--- config.mk ---
export PLATFORM = sky130hd
export DESIGN_NAME = qrs_fifo
export DESIGN_NICKNAME = d
export VERILOG_FILES = /design/src/rtl/core/qrs_pkg.sv /design/src/rtl/core/qrs_fifo.sv
export VERILOG_INCLUDE_DIRS = /design/src /design/src/rtl/core
export SDC_FILE = /design/constraint.sdc
export NUM_CORES = 1
export LEC_CHECK = 0
export ABC_AREA = 1
export BUFFER_PORTS_ARGS = -buffer_cell sky130_fd_sc_hd__buf_2
export CAP_MARGIN = 20
export CORE_ASPECT_RATIO = 0.7
export CORE_UTILIZATION = 45
export DETAILED_ROUTE_END_ITERATION = 10
export HOLD_SLACK_MARGIN = 0.15
export PLACE_DENSITY = 0.65
export SYNTH_ARGS = -nofsm -noshare
export SYNTH_HDL_FRONTEND = slang
export SYNTH_SLANG_ARGS = --single-unit
--- constraint.sdc ---
create_clock -name clk -period 5.4 [get_ports clk]
set_clock_uncertainty 0.05 [all_clocks]
set_input_delay 0.81 -clock clk [delete_from_list [all_inputs] [get_ports clk]]
set_output_delay 0.81 -clock clk [all_outputs]
set_load 0.1 [all_outputs]
--- src/rtl/core/quadratic_root_solver_defines.svh ---
// Assertion macros shared by the quadratic root solver RTL.
// Depends on nothing; included by the files that carry concurrent assertions.
`ifndef QUADRATIC_ROOT_SOLVER_DEFINES_SVH
`define QUADRATIC_ROOT_SOLVER_DEFINES_SVH
`ifndef SYNTHESIS
`define QRS_ASSERT_IMP(label, clk, rst_n, ante, cons) \
    label: assert property (@(posedge clk) disable iff (!rst_n) (ante) |-> (cons)) \
        else $error("qrs assertion failed");
`define QRS_ASSERT_NXT(label, clk, rst_n, ante, cons) \
    label: assert property (@(posedge clk) disable iff (!rst_n) (ante) |=> (cons)) \
        else $error("qrs assertion failed");
`else
`define QRS_ASSERT_IMP(label, clk, rst_n, ante, cons)
`define QRS_ASSERT_NXT(label, clk, rst_n, ante, cons)
`endif
`endif

--- src/rtl/core/qrs_pkg.sv ---
// Shared widths, codes and types of the quadratic root solver.
// No dependencies; imported by every module of the block.
package qrs_pkg;

    localparam int WORD_BITS  = 32;
    localparam int FRAC_BITS  = 16;
    localparam int TOL_BITS   = 32;
    localparam int PROD_BITS  = 2 * WORD_BITS;
    localparam int DISC_BITS  = PROD_BITS + 3;
    localparam int DMAG_BITS  = PROD_BITS + 1;
    localparam int SQRT_BITS  = (DMAG_BITS + 1) / 2;
    localparam int SQ_BITS    = 2 * SQRT_BITS;
    localparam int BASE_BITS  = WORD_BITS + 1;
    localparam int NUM_BITS   = SQRT_BITS + 2;
    localparam int NMAG_BITS  = NUM_BITS - 1;
    localparam int DMAGD_BITS = WORD_BITS + 1;
    localparam int DIVD_BITS  = NMAG_BITS + FRAC_BITS + 2;
    localparam int DIVR_BITS  = DMAGD_BITS + 1;
    localparam int DCMP_BITS  = DIVR_BITS + WORD_BITS;
    localparam int DIV_LAT    = WORD_BITS + 3;

    localparam int FIFO_DEPTH     = 4;
    localparam int FIFO_PTR_BITS  = 2;
    localparam int FIFO_CNT_BITS  = 3;

    localparam int PADDR_BITS = 3;
    localparam int PDATA_BITS = 32;
    localparam logic [PADDR_BITS-3:0] REG_TOL = '0;
    localparam logic [TOL_BITS-1:0]   TOL_RESET = 32'd4295;

    typedef enum logic [1:0] {
        CNT_NONE = 2'd0,
        CNT_ONE  = 2'd1,
        CNT_TWO  = 2'd2,
        CNT_INF  = 2'd3
    } count_t;

    typedef struct packed {
        count_t                        cls;
        logic                          aneg;
        logic signed [BASE_BITS-1:0]   base;
        logic signed [BASE_BITS-1:0]   den;
        logic [DMAG_BITS-1:0]          dmag;
    } job_t;

    typedef struct packed {
        count_t                        cls;
        logic                          aneg;
        logic signed [BASE_BITS-1:0]   base;
        logic signed [BASE_BITS-1:0]   den;
    } sq_tag_t;

    typedef struct packed {
        count_t cls;
        logic   aneg;
    } tag_t;

    typedef struct packed {
        logic full;
        logic empty;
    } fifo_stat_t;

endpackage

--- src/rtl/core/qrs_fifo.sv ---
// Short job queue between the front end and the back end.
// Depends on qrs_pkg and the assertion macro header.
`include "quadratic_root_solver_defines.svh"
module qrs_fifo (
    input  logic                clk,
    input  logic                rst_n,
    input  logic                push,
    input  qrs_pkg::job_t       wr_job,
    input  logic                pop,
    output qrs_pkg::job_t       rd_job,
    output qrs_pkg::fifo_stat_t stat
);
    import qrs_pkg::*;

    localparam logic [FIFO_CNT_BITS-1:0] CNT_FULL = FIFO_CNT_BITS'(FIFO_DEPTH);

    job_t                     mem_reg [FIFO_DEPTH];
    logic [FIFO_PTR_BITS-1:0] wr_ptr_reg, rd_ptr_reg;
    logic [FIFO_CNT_BITS-1:0] count_reg, count_next;

    assign rd_job     = mem_reg[rd_ptr_reg];
    assign stat.full  = count_reg == CNT_FULL;
    assign stat.empty = count_reg == '0;

    always_comb
    begin
        count_next = count_reg;
        if (push && !pop)
            count_next = count_reg + 1'b1;
        else if (pop && !push)
            count_next = count_reg - 1'b1;
    end

    always_ff @(posedge clk or negedge rst_n)
    begin
        if (!rst_n)
        begin
            wr_ptr_reg <= '0;
            rd_ptr_reg <= '0;
            count_reg  <= '0;
        end
        else
        begin
            if (push)
                wr_ptr_reg <= wr_ptr_reg + 1'b1;
            if (pop)
                rd_ptr_reg <= rd_ptr_reg + 1'b1;
            count_reg <= count_next;
        end
    end

    always_ff @(posedge clk)
    begin
        if (push)
            mem_reg[wr_ptr_reg] <= wr_job;
    end

    `QRS_ASSERT_IMP(a_push_has_room, clk, rst_n, push, count_reg != CNT_FULL)
    `QRS_ASSERT_IMP(a_pop_has_data, clk, rst_n, pop, count_reg != '0)

endmodule

==> impl.org, run 1 <==
** Route
- For this block, the via count after detailed routing is approximately 13,000.
- Initial drt markers :: about 860
- For this block, the routed nets add up to 44.52 mm of wire.
- Remaining routing DRC violations :: 0
- After detailed routing, the number of vias per cell comes to 4.889.
- Number of detailed-routing iterations run before antenna repair :: 5
- Once detail routing completed, the nets flagged for antenna violations numbered 0.
- Dividing the detail-routed wire length by the instance count gives 17.39 um.

** Floorplan
- In this run the standard cell core region covers 0.04787 mm2.
- The die is about 190 um tall.
- Die boundary width :: 265.5 um
- Initial Utilization :: between 40% and 50%
- The floorplan has 67 rows.
- During I/O placement, the number of pins put on the boundary was 274.
- Full die area :: 0.04949 mm2

** Synthesis
- Mapped Cells :: around 1,600
- Proportion of synthesized flip-flops having asynchronous set or reset :: 1.289%
- Sorting the synthesized cells by area gives the leading types as sky130_fd_sc_hd__edfxtp_1, sky130_fd_sc_hd__o211ai_1, sky130_fd_sc_hd__nand2_1.
- Register bit total from synthesis :: around 540
- The synthesized design spends more area on one cell type than any other, namely sky130_fd_sc_hd__edfxtp_1.
- For this run, the number of Yosys warnings is 0.
- After synthesis, flip-flops and latches occupy between 70 and 80% of the total area.
- In the synthesized netlist, the cells that appear most often are sky130_fd_sc_hd__edfxtp_1, sky130_fd_sc_hd__nand2_1, sky130_fd_sc_hd__inv_1.
- Nets in the synthesized netlist :: 1,755
- In this run, synthesis inferred 536 flip-flops with an integrated enable.
- After synthesis, the largest area contributor takes up 73.61% of total cell area.
- Most used flip-flop cell after synthesis :: sky130_fd_sc_hd__edfxtp_1
- The most common cell in the synthesized netlist is sky130_fd_sc_hd__edfxtp_1.
- The synthesized netlist occupies a cell area of 0.02187 mm2.
- Counting distinct cell types in the post-synthesis netlist gives 19.
- Each instance of the synthesized netlist takes up on average 13.57 um2.

** CTS
- # H-tree levels :: 2
- Clock-pin slew was measured on the worst setup and hold paths at 0.06 ns.
- CTS sink count :: 543
- Inserted Clock Buffers :: 51
- TritonCTS built the clock tree.
- Cell at the root of the clock tree :: sky130_fd_sc_hd__clkbuf_16
- After clock tree synthesis, the repair step resized 0 gates.
- Number of buffers on the longest clock path :: 3
- Clock insertion delay at the later pin of the skew report :: 0.56 ns

** Critical path
- The largest single stage delay on the critical path is about 0.8 ns.
- In this run the worst path has a maximum fanout of between 70 and 80.
- Crit path DAT :: 3.27 ns
- The signal on the critical path passes through inv_4, buf_4, o211ai_1, nand2_1, buf_2.
- The worst setup path is of the flop to output pin kind.
- Slowest library cell on the worst path :: sky130_fd_sc_hd__dfrtp_4
- Reg2reg setup slack :: 2.92 ns
- Category of the worst setup path launch point :: flop
- Worst setup EP type :: output pin
- CP required :: 4.54 ns

** Timing
- Hold is met by 0.4030 ns.
- Setup violations remaining at the end of the flow were counted as 0.
- Transition at the pin with the smallest max-transition slack :: 1.044 ns
- Setup repair after global routing left no endpoint under its margin.
- The final count of hold timing violations is 0.
- Crit share post-route :: 76.57%
- Final Max Slew Viols :: 0
- Final min period :: 4.135 ns
- TNS Setup :: 0 ns
- Measured against its own limit, the worst slew margin works out to 30.41%.
- Derived from the worst setup path, the maximum achievable clock frequency is 0.2419 GHz.

** Final layout
- Proportion of layout cells with a drive suffix above 1 :: around a fifth
- Max FFs per register :: 536
- Filler-free cell count of the finished design :: 2,560
- Relative to the synthesized area, the layout overhead comes to 14.85%.
- After the last flow step, the layout net total stands at about 2,000.

** Global route
- Entering global routing, the biggest net connects 131 pins.
- First-pass GRT wire length :: around 69 mm
- Vias in the first global route :: 12,310
- Congestion Overflow GR :: 0
- Global router's overall resource usage :: roughly 18%
- Initial antenna violation count :: 4

** Place
- The HPWL after detailed placement is 25.91 mm.
- Buffers on Ports :: 273
- At the end of routability-driven placement, the weighted congestion stood at 0.7686.
- Number of instances in the placed design :: 2,465

** Job
- Across the run, the number of max-cap violations was 0.

** Hold path
- Min-delay worst type :: primary input to flop

** Status
- Result of the run :: finished clean
==> cell usage in the layout, fill, tap and decap left out, types with 6 or more instances in the layout <==
| cell | count |
|---|---|
| sky130_fd_sc_hd__buf_4 | 10 |
| sky130_fd_sc_hd__clkinv_2 | 10 |
| sky130_fd_sc_hd__nand2_1 | 415 |
| sky130_fd_sc_hd__buf_12 | 6 |
| sky130_fd_sc_hd__clkbuf_1 | 6 |
| sky130_fd_sc_hd__clkbuf_16 | 52 |
| sky130_fd_sc_hd__edfxtp_1 | 536 |
| sky130_fd_sc_hd__inv_1 | 275 |
| sky130_fd_sc_hd__o211ai_1 | 268 |
| sky130_fd_sc_hd__buf_2 | 273 |
| sky130_fd_sc_hd__clkinv_1 | 13 |
==> cell families (layout without fill, tap and decap cells) <==
| logic type | count (synthesis) | after routing | share of synthesized area (%) |
|---|---|---|---|
| adders and majority gates | 6 | 6 | 0.3777 |
| buffers and inverters | 370 | 662 | 8.606 |
| xor gates and xnor gates | 4 | 4 | 0.1602 |
| AOI/OAI and AO/OA | 269 | 269 | 9.224 |
| other | 0 | 2 | 0 |
| DFF | 543 | 543 | 74.41 |
| and+or+nand+nor | 419 | 419 | 7.221 |
==> through the flow <==
stage	utilization, %	worst slack [ns]	area [um2]
floorplan	-	1.163	21870
global placement	48.98	1.839	23450
detailed placement	48.98	1.837	23450
CTS	52.46	1.222	25110
global route	52.46	1.084	25110
finish	52.47	1.265	25110
==> layout make-up <==
class	instances	area (um2)
repair buffers	290	1572
clock buffers	62	1379
clock inverters	30	274.0
multi-input cells	698	3714
fillers	3948	22750
well taps	655	819.5
inverters	280	1074
diodes	2	5.005
flip-flops and latches	543	16280
==> worst paths after layout <==
path	start	endpoint	cells after the start
setup reg to reg	wr_ptr_reg[0]$_DFFE_PN0P_	mem_reg[0][46]$_DFFE_PP_	5
max in group asynchronous	rst_n	rd_ptr_reg[0]$_DFFE_PN0P_	2
hold reg to reg	count_reg[2]$_DFFE_PN0P_	count_reg[2]$_DFFE_PN0P_	2
min in group asynchronous	rst_n	count_reg[2]$_DFFE_PN0P_	2
hold / removal	wr_job[28]	mem_reg[2][28]$_DFFE_PP_	1
setup / recovery	rd_ptr_reg[1]$_DFFE_PN0P_	rd_job[50]	5
==> per-layer routing <==
layer / track usage [%] / wire length, um / vias to the layer above / share of wire [%]
li1: - / - / 6129 / -
met1: 25.64 / 20160 / 5972 / 45
met2: 28.83 / 20780 / 345 / 47
met3: 3.603 / 2865 / 68 / 6.4
met4: 3.535 / 700 / 2 / 1.6
met5: 0 / 10 / - / 0.022
==> what timing repair did <==
action	CTS	global route
endpoints found under the hold margin	7	0
hold buffers	1	0
setup buffers	0	0
==> worst max-delay path: cells and delay by family (launching register included) <==
| family | cells | cell delay, ns |
|---|---|---|
| buffers and inverters | 3 | 1.49 |
| AND/OR/NAND/NOR | 1 | 0.15 |
| flip-flops | 1 | 0.81 |
| AO/OA/AOI/OAI | 1 | 0.18 |
Power of run 1 is not shown: default switching activity piles up to over one toggle a cycle in this logic, so the estimate is an artifact.
==> run 2: changes to the inputs <==
--- a/config.mk
+++ b/config.mk
@@ -6,14 +6,14 @@
 export SDC_FILE = /design/constraint.sdc
 export NUM_CORES = 1
 export LEC_CHECK = 0
-export ABC_AREA = 1
+export ABC_AREA = 0
 export BUFFER_PORTS_ARGS = -buffer_cell sky130_fd_sc_hd__buf_2
 export CAP_MARGIN = 20
 export CORE_ASPECT_RATIO = 0.7
 export CORE_UTILIZATION = 45
 export DETAILED_ROUTE_END_ITERATION = 10
 export HOLD_SLACK_MARGIN = 0.15
-export PLACE_DENSITY = 0.65
+export PLACE_DENSITY = 0.69
 export SYNTH_ARGS = -nofsm -noshare
 export SYNTH_HDL_FRONTEND = slang
 export SYNTH_SLANG_ARGS = --single-unit
==> constraint.sdc (replaced) <==
create_clock -name clk -period 3.7 [get_ports clk]
set_clock_uncertainty 0.05 [all_clocks]
set_input_delay 0.555 -clock clk [delete_from_list [all_inputs] [get_ports clk]]
set_output_delay 0.555 -clock clk [all_outputs]
set_load 0.1 [all_outputs]
==> run 2 against run 1 <==
Net effect:
- cell count fell by 29%
- setup slack worse by 0.66 ns
- final area is 1.1% lower
- area after synthesis down 10%
- first-iteration DRC count down 19%
- highest routed layer unchanged
- sequential cell count did not move
- largest cell class unchanged
==> impl.org, run 2 <==
** Status
- Result of the run :: finished clean

** Synthesis
- Of the synthesized area, sequential elements account for between 80% and 90%.
- The synthesized design contains 536 enable-type register cells.
- After synthesis the netlist holds a flip-flop and latch count of 543.
- Of all cell types, the one taking the most synthesized area is sky130_fd_sc_hd__edfxtp_1.
- Adder-cell share of the synthesized area :: 0.4195%
- The synthesized netlist devotes less than 1% of its cell area to XOR and XNOR gates.
- Largest family of logic cells by synthesized area :: multiplexers
- Counting flops with an async set or reset pin after synthesis yields a share of 1.289%.
- For this run, the number of Yosys warnings is 0.
- Cell variety after synth :: 19
- Most used flip-flop cell after synthesis :: sky130_fd_sc_hd__edfxtp_1
- Most frequent cells after synthesis :: sky130_fd_sc_hd__edfxtp_1, sky130_fd_sc_hd__mux4_2, sky130_fd_sc_hd__buf_2
- Mapped Cells :: 734
- Leading post-synthesis cells by cell area :: sky130_fd_sc_hd__edfxtp_1, sky130_fd_sc_hd__mux4_2, sky130_fd_sc_hd__dfrtp_1
- After Yosys synthesis, and, or, nand and nor cells account for 0.2479% of the synthesized area.
- In the synthesized netlist, mux cells make up 15.39% of the area.
- Cell Area, Synth :: 0.01969 mm2
- Summing the areas of all compound-gate instances in the mapped netlist gives less than 1% of the synthesized area.
- Top-count cell post-synth :: sky130_fd_sc_hd__edfxtp_1
- Summed over its instances, the top area cell type makes up between 80% and 90% of the synthesized netlist area.
- Synthesis produced a netlist with a net count of 878.
- Per-instance average area after synthesis :: 26.82 um2

** Final layout
- Cells with a size suffix above 1 make up ~41% of the layout.
- Fill cells in the final layout number ~3,100.
- Leaving out fill and tap cells, the most frequent cell in the layout is sky130_fd_sc_hd__edfxtp_1.
- Commonest cells after routing, fill and taps aside :: sky130_fd_sc_hd__edfxtp_1, sky130_fd_sc_hd__buf_2, sky130_fd_sc_hd__mux4_2
- Net total in the final layout :: roughly 1,300
- For this run, the number of standard cells in the final layout without fillers is between 1,500 and 2,000.
- The register with the most flip-flops in the layout has 536 of them.
- Synthesis-to-layout area growth :: 26.21%

** Route
- Summing over every cut layer, the via total after detailed routing is ~9,300.
- Before antenna repair, the detailed router went through 5 iterations.
- Via-per-instance ratio :: 5.140
- Overall routed net length :: between 30 and 40 mm
- For this run, design rule violations remaining after detail routing come to 0.
- Initial drt markers :: 690
- Antenna-violating nets left :: 0
- DR WL/cell :: around 22 um

** Critical path
- Category of the worst setup path launch point :: flop
- CP required :: around 3.1 ns
- Reg2reg setup slack :: 1.69 ns
- Along the worst path, the maximum fanout reaches 40.
- Worst setup EP type :: output pin
- WS Path Type :: flop to output pin
- Crit path DAT :: 2.49 ns

** Floorplan
- Area of the core region :: roughly 0.043 mm2
- 274 I/O pins were placed.
- Die boundary width :: 252.0 um
- Initial Utilization :: 46.08%
- The die covers between 0.04 and 0.05 mm2.
- Floorplan row count :: 63
- Vertical die dimension :: 177.0 um

** CTS
- For the worst-skew pair, the clock arrives at the later sink with an insertion delay of 0.56 ns.
- The tree built by TritonCTS fans out to 543 sinks.
- Cell at the root of the clock tree :: sky130_fd_sc_hd__clkbuf_16
- Inserted Clock Buffers :: roughly 50
- TritonCTS built the clock tree.
- Counting along the longest clock path gives a buffer depth of 3.
- The H-tree generated during clock tree synthesis spans 2 levels.
- Clock input transition at the sequential cells of the worst setup and hold paths :: 0.06 ns

** Global route
- For this run, the total global-route usage over all layers was measured as between 10% and 20%.
- Largest net degree at the start of global routing :: 75
- The number of global-route vias before repair is 9,971.
- Initial antenna violation count :: 6
- Congestion Overflow GR :: 0
- First-pass GRT wire length :: about 60 mm

** Timing
- Final min period :: 3.095 ns
- Upper clock frequency limit :: around 0.32 GHz
- Count of final setup violators :: 0
- RSZ-0062 raised after global routing :: no
- Setup total negative slack on the finished layout was measured at 0 ns.
- The worst path uses 83.64% of the clock period.
- For the pin with the worst max-slew slack, the measured transition is 0.7897 ns.
- The final count of hold timing violations is 0.
- The max-slew violation total from the final report is 0.
- Headroom to the max-slew limit came out at 47.35%.

** Place
- Input and output buffers added on the ports amount to 273.
- Number of instances in the placed design :: approximately 1,600
- Final GP Congestion :: roughly 0.74
- Detailed Place HPWL :: ~24 mm

** Job
- Number of max-cap violations :: 0

** Hold path
- Min-delay worst type :: primary input to flop
==> run 2: cells by family after synthesis <==
kind of cell / after synthesis
AND/OR/NAND/NOR: 9
flip-flops: 543
multiplexers: 135
AO/OA/AOI/OAI: 1
XOR/XNOR: 6
buffers and inverters: 34
adder cells (fa/ha/maj): 6
==> run 2: cell type report <==
class | count | area [um2] | area share [%]
Timing Repair Buffer | 426 | 3035 | 12.22
Sequential cell | 543 | 16280 | 65.52
Clock inverter | 26 | 202.7 | 0.8159
Clock buffer | 66 | 1343 | 5.404
Antenna cell | 4 | 10.01 | 0.04029
Inverter | 4 | 15.01 | 0.06044
Multi-Input combinational cell | 157 | 3228 | 12.99
Tap cell | 585 | 732.0 | 2.946
==> run 2: per-stage QoR <==
stage / instance area [um2] / utilization, % / worst slack (ns) / hold slack, ns
finish: 24840 / 58.15 / 0.6053 / 0.1851
global route: 24840 / 58.14 / 0.4869 / 0.1567
CTS: 24830 / 58.13 / 0.5543 / 0.1519
detailed placement: 22010 / 51.51 / 1.160 / 0.3559
global placement: 22010 / 51.51 / 1.166 / 0.3571
floorplan: 19690 / - / 0.4422 / 0.2094
==> run 2: routing by layer <==
layer / global-route usage (%) / part of all wire (%) / vias up
met3: 4.809 / 7.2 / 46
met1: 24.05 / 42 / 4907
met4: 3.939 / 1.3 / 2
met2: 29.05 / 50 / 270
li1: - / - / 4084
met5: 0 / 0.033 / -
==> run 2: what timing repair did <==
action                    in CTS  in global routing
resized for setup              0                  0
setup buffers                  0                  0
hold endpoints to repair     509                  0
hold buffers                 128                  0
==> run 2: critical path, cell delays in order (launching register included) <==
cell                      delay [ns]
sky130_fd_sc_hd__dfrtp_4        0.88
sky130_fd_sc_hd__buf_12         0.33
sky130_fd_sc_hd__mux4_2         0.23
sky130_fd_sc_hd__buf_2          0.46
==> run 2: worst paths after layout <==
check,start,to,cells past startpoint
setup reg to reg,wr_ptr_reg[0]$_DFFE_PN0P_,mem_reg[0][64]$_DFFE_PP_,4
setup / recovery,rd_ptr_reg[1]$_DFFE_PN0P_,rd_job[33],3
max in group asynchronous,rst_n,rd_ptr_reg[0]$_DFFE_PN0P_,2
hold / removal,wr_job[62],mem_reg[0][62]$_DFFE_PP_,1
min in group asynchronous,rst_n,count_reg[1]$_DFFE_PN0P_,2
hold reg to reg,count_reg[2]$_DFFE_PN0P_,count_reg[2]$_DFFE_PN0P_,1
Power of run 2 is left out for the same reason.
